<file path="config.mk">
export PLATFORM = sky130hd
export DESIGN_NAME = clock_time_set_controller_unit
export DESIGN_NICKNAME = d
export VERILOG_FILES = /design/src/ctsc_pkg.sv /design/src/ctsc_in_stage.sv /design/src/ctsc_core.sv /design/src/ctsc_out_stage.sv /design/src/clock_time_set_controller_unit.sv
export VERILOG_INCLUDE_DIRS = /design/src /design/src/src
export SDC_FILE = /design/constraint.sdc
export NUM_CORES = 1
export LEC_CHECK = 0
export BUFFER_PORTS_ARGS = -buffer_cell sky130_fd_sc_hd__buf_2
export CAP_MARGIN = 20
export CORE_MARGIN = 5
export CORE_UTILIZATION = 55
export DETAILED_ROUTE_END_ITERATION = 16
export PLACE_DENSITY = 0.79
export SLEW_MARGIN = 20
export SYNTH_ARGS = -nofsm -noshare
export SYNTH_HDL_FRONTEND = slang
export SYNTH_HIERARCHICAL = 1
export SYNTH_SLANG_ARGS = --single-unit
</file>
<file path="constraint.sdc">
create_clock -name clk -period 21.1 [get_ports clk]
set_clock_uncertainty 0.1 [all_clocks]
set_input_delay 5.275 -clock clk [delete_from_list [all_inputs] [get_ports clk]]
set_output_delay 5.275 -clock clk [all_outputs]
set_load 0.05 [all_outputs]
</file>
<file path="src/clock_time_set_controller_unit_macros.svh">
// Assertion macros used by the time-set controller core.
`ifndef CLOCK_TIME_SET_CONTROLLER_UNIT_MACROS_SVH
`define CLOCK_TIME_SET_CONTROLLER_UNIT_MACROS_SVH

`ifndef SYNTHESIS

// Check a property on each rising clock edge outside reset.
`define CTSC_ASSERT(lbl, prop, msg) \
  lbl: assert property (@(posedge clk) disable iff (rst) prop) else $error(msg);

// Check a property on each rising clock edge, reset included.
`define CTSC_ASSERT_ALWAYS(lbl, prop, msg) \
  lbl: assert property (@(posedge clk) prop) else $error(msg);

`else

`define CTSC_ASSERT(lbl, prop, msg)
`define CTSC_ASSERT_ALWAYS(lbl, prop, msg)

`endif

`endif

</file>
<file path="src/ctsc_pkg.sv">
// Types and constants of the clock time-set controller.
package ctsc_pkg;

  // Event kinds
  localparam logic [1:0] EV_OTHER = 2'd0;
  localparam logic [1:0] EV_SHORT = 2'd1;
  localparam logic [1:0] EV_LONG  = 2'd2;

  // Button identifiers
  localparam logic [1:0] BTN_A     = 2'd0;
  localparam logic [1:0] BTN_B     = 2'd1;
  localparam logic [1:0] BTN_C     = 2'd2;
  localparam logic [1:0] BTN_OTHER = 2'd3;

  // Mode codes as seen on the result
  localparam logic [2:0] CODE_NORMAL  = 3'd0;
  localparam logic [2:0] CODE_HOUR    = 3'd1;
  localparam logic [2:0] CODE_MINUTE  = 3'd2;
  localparam logic [2:0] CODE_DAY     = 3'd3;
  localparam logic [2:0] CODE_MONTH   = 3'd4;
  localparam logic [2:0] CODE_YEAR    = 3'd5;
  localparam logic [2:0] CODE_WEEKDAY = 3'd6;

  // Settable mask reset value (all fields settable)
  localparam logic [4:0] MASK_RESET = 5'd31;

  // Field moduli
  localparam logic [8:0] HOUR_MOD    = 9'd24;
  localparam logic [8:0] MINUTE_MOD  = 9'd60;
  localparam logic [8:0] DAY_MOD     = 9'd31;
  localparam logic [8:0] MONTH_MOD   = 9'd12;
  localparam logic [8:0] YEAR_MOD    = 9'd99;
  localparam logic [8:0] WEEKDAY_MOD = 9'd7;

  // Display mode, one-hot
  typedef enum logic [6:0] {
    ST_NORMAL  = 7'b0000001,
    ST_HOUR    = 7'b0000010,
    ST_MINUTE  = 7'b0000100,
    ST_DAY     = 7'b0001000,
    ST_MONTH   = 7'b0010000,
    ST_YEAR    = 7'b0100000,
    ST_WEEKDAY = 7'b1000000
  } mode_t;

  // One input request
  typedef struct packed {
    logic [1:0] event_kind;
    logic [1:0] button_id;
    logic [4:0] cur_hour;
    logic [5:0] cur_minute;
    logic [4:0] cur_day;
    logic [3:0] cur_month;
    logic [6:0] cur_year;
    logic [2:0] cur_weekday;
  } item_t;

  // One result
  typedef struct packed {
    logic [2:0] mode;
    logic       halt_clock;
    logic       resume_clock;
    logic       write_time;
    logic [4:0] new_hour;
    logic [5:0] new_minute;
    logic [4:0] new_day;
    logic [3:0] new_month;
    logic [6:0] new_year;
    logic [2:0] new_weekday;
  } result_t;

endpackage

</file>
<file path="src/ctsc_in_stage.sv">
// Input register: holds one accepted request until the core takes it.
module ctsc_in_stage (
  input  logic                clk,
  input  logic                rst,
  input  logic                s_tvalid,
  output logic                s_tready,
  // hour[4:0], minute[10:5], day[15:11], month[19:16], year[26:20],
  // weekday[29:27], zero pad[31:30]
  input  logic [31:0]         s_tdata,
  // event_kind[1:0], button_id[3:2]
  input  logic [3:0]          s_tuser,
  input  logic                advance,
  output logic                held,
  output ctsc_pkg::item_t     item
);

  logic load;

  // Accept when empty or when the held request moves on this cycle
  assign s_tready = !held || advance;
  assign load     = s_tvalid && s_tready;

  // Track occupancy
  always_ff @(posedge clk) begin
    if (rst) begin
      held <= 1'b0;
    end else if (load) begin
      held <= 1'b1;
    end else if (advance) begin
      held <= 1'b0;
    end
  end

  // Capture the request payload
  always_ff @(posedge clk) begin
    if (load) begin
      item.event_kind  <= s_tuser[1:0];
      item.button_id   <= s_tuser[3:2];
      item.cur_hour    <= s_tdata[4:0];
      item.cur_minute  <= s_tdata[10:5];
      item.cur_day     <= s_tdata[15:11];
      item.cur_month   <= s_tdata[19:16];
      item.cur_year    <= s_tdata[26:20];
      item.cur_weekday <= s_tdata[29:27];
    end
  end

endmodule

</file>
<file path="src/ctsc_core.sv">
// Mode state, settable mask and the single-pass step logic.
`include "clock_time_set_controller_unit_macros.svh"

module ctsc_core (
  input  logic                clk,
  input  logic                rst,
  input  logic                cfg_wr_en,
  input  logic [4:0]          cfg_wr_data,
  input  logic                advance,
  input  ctsc_pkg::item_t     item,
  output ctsc_pkg::result_t   res
);

  ctsc_pkg::mode_t display_mode;
  ctsc_pkg::mode_t display_mode_next;
  logic [4:0]      settable_mask;

  logic            in_setting;
  logic            up;
  logic            down;
  logic [8:0]      hour_adj;
  logic [8:0]      minute_adj;
  logic [8:0]      day_adj;
  logic [8:0]      month_adj;
  logic [8:0]      year_adj;
  logic [8:0]      weekday_adj;

  // Reduce a small value modulo m; the value stays below four times m
  function automatic logic [8:0] mod_reduce(input logic [8:0] v, input logic [8:0] m);
    logic [8:0] r;
    r = v;
    for (int i = 0; i < 3; i++) begin
      if (r >= m) begin
        r = r - m;
      end
    end
    return r;
  endfunction

  // Step applied to a field: +1, -1 (as m-1), or zero
  function automatic logic [8:0] step_of(input logic u, input logic d, input logic [8:0] m);
    logic [8:0] s;
    if (u) begin
      s = 9'd1;
    end else if (d) begin
      s = m - 9'd1;
    end else begin
      s = 9'd0;
    end
    return s;
  endfunction

  // Zero-based wrap over 0..m-1
  function automatic logic [8:0] wrap_zero(input logic [8:0] v, input logic u,
                                           input logic d, input logic [8:0] m);
    return mod_reduce(v + step_of(u, d, m), m);
  endfunction

  // One-based wrap over 1..m
  function automatic logic [8:0] wrap_one(input logic [8:0] v, input logic u,
                                          input logic d, input logic [8:0] m);
    return mod_reduce(v + m - 9'd1 + step_of(u, d, m), m) + 9'd1;
  endfunction

  // Next settable field after m, or back to hour
  function automatic ctsc_pkg::mode_t next_field(input ctsc_pkg::mode_t m,
                                                 input logic [4:0] mask);
    logic [4:0] above;
    ctsc_pkg::mode_t nf;
    unique case (m)
      ctsc_pkg::ST_HOUR:   above = 5'b11111;
      ctsc_pkg::ST_MINUTE: above = 5'b11110;
      ctsc_pkg::ST_DAY:    above = 5'b11100;
      ctsc_pkg::ST_MONTH:  above = 5'b11000;
      ctsc_pkg::ST_YEAR:   above = 5'b10000;
      default:             above = 5'b00000;
    endcase
    above = above & mask;
    priority if (above[0]) begin
      nf = ctsc_pkg::ST_MINUTE;
    end else if (above[1]) begin
      nf = ctsc_pkg::ST_DAY;
    end else if (above[2]) begin
      nf = ctsc_pkg::ST_MONTH;
    end else if (above[3]) begin
      nf = ctsc_pkg::ST_YEAR;
    end else if (above[4]) begin
      nf = ctsc_pkg::ST_WEEKDAY;
    end else begin
      nf = ctsc_pkg::ST_HOUR;
    end
    return nf;
  endfunction

  // Encode the one-hot mode to its output code
  function automatic logic [2:0] mode_code(input ctsc_pkg::mode_t m);
    logic [2:0] c;
    unique case (m)
      ctsc_pkg::ST_NORMAL:  c = ctsc_pkg::CODE_NORMAL;
      ctsc_pkg::ST_HOUR:    c = ctsc_pkg::CODE_HOUR;
      ctsc_pkg::ST_MINUTE:  c = ctsc_pkg::CODE_MINUTE;
      ctsc_pkg::ST_DAY:     c = ctsc_pkg::CODE_DAY;
      ctsc_pkg::ST_MONTH:   c = ctsc_pkg::CODE_MONTH;
      ctsc_pkg::ST_YEAR:    c = ctsc_pkg::CODE_YEAR;
      ctsc_pkg::ST_WEEKDAY: c = ctsc_pkg::CODE_WEEKDAY;
      default:              c = ctsc_pkg::CODE_NORMAL;
    endcase
    return c;
  endfunction

  // Hold the settable mask
  always_ff @(posedge clk) begin
    if (rst) begin
      settable_mask <= ctsc_pkg::MASK_RESET;
    end else if (cfg_wr_en) begin
      settable_mask <= cfg_wr_data;
    end
  end

  // Advance the display mode as each request moves to the result register
  always_ff @(posedge clk) begin
    if (rst) begin
      display_mode <= ctsc_pkg::ST_NORMAL;
    end else if (advance) begin
      display_mode <= display_mode_next;
    end
  end

  assign in_setting = (display_mode != ctsc_pkg::ST_NORMAL);
  assign up         = (item.button_id == ctsc_pkg::BTN_B);
  assign down       = (item.button_id == ctsc_pkg::BTN_C);

  // Adjusted value of every field, selected below by the mode
  assign hour_adj    = wrap_zero({4'd0, item.cur_hour}, up, down, ctsc_pkg::HOUR_MOD);
  assign minute_adj  = wrap_zero({3'd0, item.cur_minute}, up, down, ctsc_pkg::MINUTE_MOD);
  assign day_adj     = wrap_one({4'd0, item.cur_day}, up, down, ctsc_pkg::DAY_MOD);
  assign month_adj   = wrap_one({5'd0, item.cur_month}, up, down, ctsc_pkg::MONTH_MOD);
  assign year_adj    = wrap_one({2'd0, item.cur_year}, up, down, ctsc_pkg::YEAR_MOD);
  assign weekday_adj = wrap_one({6'd0, item.cur_weekday}, up, down, ctsc_pkg::WEEKDAY_MOD);

  // Decide the event and build the result
  always_comb begin
    display_mode_next = display_mode;
    res               = '0;
    if (item.event_kind == ctsc_pkg::EV_LONG && item.button_id == ctsc_pkg::BTN_A) begin
      if (!in_setting) begin
        res.halt_clock    = 1'b1;
        display_mode_next = ctsc_pkg::ST_HOUR;
      end else begin
        res.resume_clock  = 1'b1;
        display_mode_next = ctsc_pkg::ST_NORMAL;
      end
    end else if (item.event_kind == ctsc_pkg::EV_SHORT && in_setting) begin
      if (item.button_id == ctsc_pkg::BTN_A) begin
        display_mode_next = next_field(display_mode, settable_mask);
      end else begin
        res.write_time  = 1'b1;
        res.new_hour    = item.cur_hour;
        res.new_minute  = item.cur_minute;
        res.new_day     = item.cur_day;
        res.new_month   = item.cur_month;
        res.new_year    = item.cur_year;
        res.new_weekday = item.cur_weekday;
        unique case (display_mode)
          ctsc_pkg::ST_HOUR:   res.new_hour   = hour_adj[4:0];
          ctsc_pkg::ST_MINUTE: res.new_minute = minute_adj[5:0];
          ctsc_pkg::ST_DAY:    res.new_day    = day_adj[4:0];
          ctsc_pkg::ST_MONTH:  res.new_month  = month_adj[3:0];
          ctsc_pkg::ST_YEAR:   res.new_year   = year_adj[6:0];
          default:             res.new_weekday = weekday_adj[2:0];
        endcase
      end
    end
    res.mode = mode_code(display_mode_next);
  end

  // Mode changes only when a request moves on
  `CTSC_ASSERT(a_mode_hold, !advance |=> $stable(display_mode), "mode changed without a request")
  // A halt pulse lands in hour mode, a resume pulse in normal mode
  `CTSC_ASSERT(a_halt_hour, advance && res.halt_clock |=> display_mode == ctsc_pkg::ST_HOUR,
               "halt did not enter hour mode")
  `CTSC_ASSERT(a_resume_norm,
               advance && res.resume_clock |=> display_mode == ctsc_pkg::ST_NORMAL,
               "resume did not return to normal mode")
  // A write never coincides with a mode toggle and only happens while setting
  `CTSC_ASSERT(a_write_excl,
               advance && res.write_time |-> in_setting && !res.halt_clock && !res.resume_clock,
               "write outside setting or with a toggle")

endmodule

</file>
<file path="src/ctsc_out_stage.sv">
// Result register: holds one result until the downstream side takes it.
module ctsc_out_stage (
  input  logic                clk,
  input  logic                rst,
  input  logic                advance,
  input  ctsc_pkg::result_t   res,
  output logic                out_free,
  output logic                m_tvalid,
  input  logic                m_tready,
  // new_hour[4:0], new_minute[10:5], new_day[15:11], new_month[19:16],
  // new_year[26:20], new_weekday[29:27], zero pad[31:30]
  output logic [31:0]         m_tdata,
  // mode[2:0], halt_clock[3], resume_clock[4], write_time[5]
  output logic [5:0]          m_tuser
);

  ctsc_pkg::result_t held_res;

  // Free when empty or being drained this cycle
  assign out_free = !m_tvalid || m_tready;

  // Track occupancy
  always_ff @(posedge clk) begin
    if (rst) begin
      m_tvalid <= 1'b0;
    end else if (advance) begin
      m_tvalid <= 1'b1;
    end else if (m_tready) begin
      m_tvalid <= 1'b0;
    end
  end

  // Capture the result payload
  always_ff @(posedge clk) begin
    if (advance) begin
      held_res <= res;
    end
  end

  // Pack the result onto the stream
  assign m_tdata = {2'b00, held_res.new_weekday, held_res.new_year, held_res.new_month,
                    held_res.new_day, held_res.new_minute, held_res.new_hour};
  assign m_tuser = {held_res.write_time, held_res.resume_clock, held_res.halt_clock,
                    held_res.mode};

endmodule

</file>
<file path="src/clock_time_set_controller_unit.sv">
// Clock time-set controller: button events in, mode and time writes out.
// A request accepted into the input register moves on to the result port once the result register has room.
// Throughput: one request per cycle while results are taken; the input and result registers each hold one.
// The mode update and field adjust are combinational between those two registers.
// Reset (rst, synchronous, active high) sets normal mode, all fields settable,
// and empties both registers.
module clock_time_set_controller_unit (
  input  logic        clk,
  input  logic        rst,
  input  logic        cfg_wr_en,
  input  logic [4:0]  cfg_wr_data,
  input  logic        s_tvalid,
  output logic        s_tready,
  // cur_hour[4:0], cur_minute[10:5], cur_day[15:11], cur_month[19:16],
  // cur_year[26:20], cur_weekday[29:27], zero pad[31:30]
  input  logic [31:0] s_tdata,
  // event_kind[1:0], button_id[3:2]
  input  logic [3:0]  s_tuser,
  output logic        m_tvalid,
  input  logic        m_tready,
  // new_hour[4:0], new_minute[10:5], new_day[15:11], new_month[19:16],
  // new_year[26:20], new_weekday[29:27], zero pad[31:30]
  output logic [31:0] m_tdata,
  // mode[2:0], halt_clock[3], resume_clock[4], write_time[5]
  output logic [5:0]  m_tuser
);

  logic              held;
  logic              out_free;
  logic              advance;
  ctsc_pkg::item_t   item;
  ctsc_pkg::result_t res;

  // Move a held request on when the result register has room
  assign advance = held && out_free;

  ctsc_in_stage u_in (
    .clk      (clk),
    .rst      (rst),
    .s_tvalid (s_tvalid),
    .s_tready (s_tready),
    .s_tdata  (s_tdata),
    .s_tuser  (s_tuser),
    .advance  (advance),
    .held     (held),
    .item     (item)
  );

  ctsc_core u_core (
    .clk         (clk),
    .rst         (rst),
    .cfg_wr_en   (cfg_wr_en),
    .cfg_wr_data (cfg_wr_data),
    .advance     (advance),
    .item        (item),
    .res         (res)
  );

  ctsc_out_stage u_out (
    .clk      (clk),
    .rst      (rst),
    .advance  (advance),
    .res      (res),
    .out_free (out_free),
    .m_tvalid (m_tvalid),
    .m_tready (m_tready),
    .m_tdata  (m_tdata),
    .m_tuser  (m_tuser)
  );

endmodule
</file>
; ---- After elaboration in Yosys (flattened, before gate mapping)
; Cells that the tools add are included.
[op_classes]
addsub = 36
mul = 0
div_mod_pow = 0
magnitude_cmp = 18
eq_ne = 16
shift = 0
mux = 57
n_bitwise = 2
reduce_logical = 14
[ops]
columns = cell, n
row1 = $mux 9, 18
row2 = $mux 7, 11
row3 = $ge 9x5->1 const B, 6
row4 = $mux 5, 9
row5 = $add 9x9->9, 4
row6 = $sub 9x1->9 const B, 4
row7 = $sub 9x5->9 const B, 4
row8 = $mux 31, 1
row9 = $ge 9x3->1 const B, 3
row10 = $ge 9x4->1 const B, 3
row11 = $ge 9x6->1 const B, 3
row12 = $ge 9x7->1 const B, 3
row13 = $pmux 5 s5, 1
row14 = $mux 6, 3
row15 = $pmux 3 s6, 1
row16 = $sub 9x3->9 const B, 2
row17 = $sub 9x4->9 const B, 2
row18 = $sub 9x6->9 const B, 2
row19 = $sub 9x7->9 const B, 2
row20 = $eq 7x2->1 const B, 2
row21 = $eq 7x3->1 const B, 2
row22 = $eq 7x4->1 const B, 2
row23 = $eq 7x5->1 const B, 2
row24 = $eq 7x6->1 const B, 2
row25 = 33 further kinds, 51
[word_totals]
reg_bits = 84
latchBits = 0
ram_bits = 0
rom_bits = 0
out_inout_bits = 40
word_cells = 165
memories = 0

; ---- Longest topological paths before layout
[logic_depth]
word_depth = 16
ltp_mapped = 28
ltp_nobuf = 27

; ---- By module
; The synthesis kept the hierarchy.
[modules_own_cells]
columns = mod, instances, cells_each, area_per_inst_um2
row1 = ctsc_core, 1, 825, 5901.9
row2 = ctsc_out_stage, 1, 43, 1146.1
row3 = ctsc_in_stage, 1, 39, 1076.0
row4 = clock_time_set_controller_unit, 1, 1, 6.3

; ---- Worst setup path before layout
; Ideal clock, no wire load.
[synth_timing]
kind = input -> output
startpoint = input m_tready
endpoint = output s_tready
t_arrival_ns = 6.794
path_slack_ns = 8.931
path_stages = 3
path_buffers = 0
cell_sequence = nand2b_4 and2_1 nand2b_4
[synth_between]
elab_chain_cells = 3
[synth_lines]
columns = element, line
row1 = start: declaration, clock_time_set_controller_unit.sv:20  ; input logic m_tready,
row2 = $logic_or 1x1->1, ctsc_out_stage.sv:20  ; assign out_free = !m_tvalid || m_tready;
row3 = $logic_and 1x1->1, clock_time_set_controller_unit.sv:35  ; assign advance = held && out_free;
row4 = named net advance, clock_time_set_controller_unit.sv:30  ; logic advance;
row5 = $logic_or 1x1->1, ctsc_in_stage.sv:20  ; assign s_tready = !held || advance;
row6 = end: declaration, clock_time_set_controller_unit.sv:13  ; output logic s_tready,
; The timed path passes the listed nets, and every way through them passes these cells.

; ---- Final worst setup path
[layout_timing]
startpoint = input m_tready
endpoint = output s_tready
[layout_between]
elab_chain_cells = 3
[layout_lines]
columns = element, line
row1 = $logic_or 1x1->1, ctsc_out_stage.sv:20
row2 = named net out_free, clock_time_set_controller_unit.sv:29  ; logic out_free;
row3 = $logic_and 1x1->1, clock_time_set_controller_unit.sv:35
row4 = named net advance, clock_time_set_controller_unit.sv:30
row5 = $logic_or 1x1->1, ctsc_in_stage.sv:20
; The timed path passes the listed nets, and every way through them passes these cells.

==> results.txt <==
The first detailed-routing pass took 5 iterations. The startpoint of the worst-slack reg-to-reg timing path is u_in/item[30]. The post-detailed-route DRC marker count is 0. The worst hold path begins at u_out/m_tvalid. The layout cell share with drive strength beyond 1 is 0.1682.

The number of filler cells placed in the layout came out at 1273. Measured against the total synthesized area, the mux share comes to 0.04571. The antenna violation net count after detailed routing came out at 0.

The required time at the endpoint of the critical path is 15.73 ns. The layer flagged by global routing as most heavily used is met2. The areal power density over the cells is 90.93 mW/mm². The post-route worst setup slack is 9.692 ns. CTS placed an instance of clkbuf_16 at the clock tree root. For this design the top-level I/O count stands at 86. The largest individual stage delay along the critical path comes from the cell buf_2.

The total number of yosys warnings came out at 6. The quantity of hold-fixing buffers added after cts came out at 0. The number of endpoints failing setup at the final stage came out at 0.

The terminating pin of the worst hold path is u_out/m_tvalid. The largest stage delay on the critical path came out at 0.21 ns. For this run, the post-layout net count is 1086. The endpoint kind of the worst setup timing path is an output pin. No sink is reached through more buffers than the 2 on the longest clock path. Of the total synthesized cell area, the portion taken by XOR and XNOR cells is 0.08295. Across all layers, the routed design uses around 7200 vias. The number of antenna violations at the first check in global routing is 3. The first global-routing pass estimated 31110 µm of wire. The clock latency at the later pin of the worst-skew pair came out at 0.34 ns.

The sum of routed wire length over all layers came out at 19160 µm. Clock-pin slew was measured on the worst setup and hold paths at 0.06 ns. The synthesis-to-finish area growth is 10.16%.

The normalized max-slew margin came out at 0.3548. The multi-input logic area is between 0.005 and 0.006 mm². The count of cells along the worst register-to-register path is 27. STA classifies the critical path startpoint as an input pin. The fraction of the core area covered by cells at the end of the flow is 0.6162. The async set-reset flop share out of synthesis came out at 0. The synthesized-area fraction occupied by ao, oa, aoi and oai cells was 0.2433. The height of the chip is 131.6 µm. Across the run, the number of max-cap violations was 0. The mapped cell area came out at 0.008130 mm².

The standard-cell row count came out at 44. The starting density of the core came out at 0.5594. The number of gates given a new drive strength after cts came out at 0. The area occupied by registers is 0.002382 mm². Walking the worst path, the cells encountered are buf_2 -> nand2b_4 -> and2_2 -> nand2b_4 -> buf_2. In the synthesized netlist the dominant register cell turns out to be edfxtp_1. In the finished design, the share of the clock period the worst path needs comes to 0.5407.

The final number of hold-violating endpoints came out at 0. The count of different cell masters after synthesis is 103. The die outline width came out at 131.6 µm. The clock tree synthesis step divided the H-tree into 3 levels. In the global route stage, met2 resource usage came out at 0.3521.

The core region is 0.01453 mm². The simple-gate area share of the yosys netlist is 0.1887. The critical path data arrival time came out at 6.03 ns. The worst-case IR drop observed on VDD is 0.05729 mV. The number of max-slew violations in the final report came out at 0. In this run, synthesis inferred 70 flip-flops with an integrated enable. The most numerous cell in the Yosys netlist is edfxtp_1. The flop and latch count out of synthesis came out at 84. The via count of the first global-routing pass came to between 6000 and 7000. The total grt overflow is 0.

The critical register-to-register path endpoint is u_out/m_tdata[24]. After synthesis, the most frequently instantiated cells are 70 x edfxtp_1, 66 x nor2_1, 65 x a21oi_1, 59 x nand2_1, 57 x ha_1. The biggest area contributor in the post-synthesis netlist is edfxtp_1.

The detail-routed via count per cell is 6.160. Setup repair after global routing left no endpoint under its margin. Entering global routing, the biggest net connects 51 pins. The adder and majority cell fraction of the synthesized area is 0.1025. The number of buffers created by CTS came out at 9. The share of synthesized area in the top cell type comes to 0.2585. By startpoint and endpoint, the worst setup path is classified as in -> out. The wire length per cell is 16.44 µm. Along the worst path, the maximum fanout reaches 3.

Summed over all cells, the static leakage comes to roughly 3.6 nW. The synthesized netlist cell count came out at 908. In this run, the number of DRC markers left after iteration 0 of detailed routing was 509. The setup slack of the worst register-to-register path is 13.07 ns.

The slew at the pin with the worst max-slew slack is 0.9678 ns. The flow ran to the end, and the final reports show no timing, DRC or antenna violations. The global-route met3 utilization is 0.04549. The average cell area after synthesis came out at between 8 and 9 µm². The count of clock tree sinks is 84. The hold-critical path depth is 2.

Summed over all failing endpoints, the final setup total negative slack is 0 ns. The global routing usage summed across all routing layers is 0.2118. TritonCTS built the clock tree. In the post-synthesis netlist, the biggest area contributors are edfxtp_1 26%, ha_1 8.8%, xnor2_1 5.0%, a21oi_1 4.0%, dfxtp_1 3.4%. The peak clock frequency supported by timing came out at 0.08766 GHz. The count of input and output buffers is 81.

The min-delay analysis places its worst path in the category reg -> reg. The repair_antennas step left the layout with diodes totalling 0. The final estimated routing congestion in global placement is 0.9195.

The minimum setup slack after placement came out at around 9.7 ns. For this run, global-route usage on met1 was measured as 0.2847. The sequential-to-total area share from yosys stat came out at 0.2930. After layout, the minimum clock period comes to 11.41 ns.

The number of setup buffers added after CTS came out at 0. The detailed placer's ending HPWL came out at 14460 µm. After synthesis, the largest family of logic cells by area is compound AO/OA/AOI/OAI gates. The die area came out at 0.01731 mm².
-- final cells by class --
class | instances | share of cell area
Multi-Input combinational cell | 743 | 0.6037
Sequential cell | 84 | 0.2660
Timing Repair Buffer | 83 | 0.04694
Tap cell | 184 | 0.02571
Clock buffer | 10 | 0.02557
Inverter | 56 | 0.02347
Clock inverter | 5 | 0.008662
-- power by group --
part / leakage [nW] / switching (mW) / internal (mW)
clock network: 0.148 / 0.0615 / 0.103
registers: 0.791 / 0.00593 / 0.190
logic: 2.65 / 0.268 / 0.186
-- cells by family after synthesis --
kind of cell	after synthesis
xor+xnor	77
other cells	1
simple gates	288
buf+inv	82
fa+ha+maj	63
compound gates	278
flops	84
mux	35
-- state kept, by name, summed over array words and instances, names as in the netlist --
signal                count
u_out/m_tvalid            1
u_core/settable_mask      5
u_out/m_tdata            30
u_core/display_mode       7
u_in/item                34
u_out/m_tuser             6
u_in/held                 1
-- through the flow --
stage,cell area [µm²],cells,hold slack (ns),power [mW]
3_3_place_gp,8650,1150,0.3840,0.6342
6_report,8956,1165,0.3992,0.8144
3_5_place_dp,8650,1150,0.3882,0.6441
2_1_floorplan,8134,909,0.3927,0.5666
5_1_grt,8956,1165,0.4143,0.8745
4_1_cts,8956,1165,0.4013,0.8122
-- per-layer routing --
layer	vias to the layer above	wire length, µm	part of all wire
li1	3557	-	-
met2	228	9056	0.47
met5	-	26	0.0014
met4	6	291	0.015
met3	32	1270	0.066
met1	3353	8510	0.44
-- worst max-delay path: cells and delay by family --
kind | cells | cell delay (ns)
buffers and inverters | 2 | 0.30
AND/OR/NAND/NOR | 3 | 0.45
-- cells in the final DEF, fill, tap and decap left out, types with 5 or more instances in the layout --
master	Yosys	layout
buf_2	1	81
edfxtp_1	70	70
nor2_1	66	66
a21oi_1	65	65
nand2_1	59	59
ha_1	57	57
inv_1	56	56
o21ai_0	51	51
xnor2_1	46	46
xor2_1	31	31
nand3_1	27	27
nor3_1	23	23
mux2i_1	18	18
mux2_2	17	17
a21o_1	17	17
nor2b_1	15	15
dfxtp_1	14	14
a211oi_1	13	13
nand2b_1	11	11
or2_2	11	11
a31oi_1	11	11
o211ai_1	10	10
clkbuf_16	0	9
o31ai_1	9	9
and2_1	9	8
a221oi_1	8	8
a211o_1	8	8
o22ai_1	7	7
and3_1	6	6
nor3b_1	6	6
or3_1	6	6
fa_1	6	6
nor4_1	5	5
a32o_1	5	5
nand4_1	5	5
a22oi_1	5	5
o21ai_1	5	5
-- worst max path at each step --
stage / depth (start not counted) / start / end
floorplan: 3 / m_tready / s_tready
global placement: 5 / m_tready / s_tready
detailed placement: 5 / m_tready / s_tready
CTS: 5 / m_tready / s_tready
global route: 5 / m_tready / s_tready
finish: 5 / m_tready / s_tready
(Power assumes the default switching activity.)
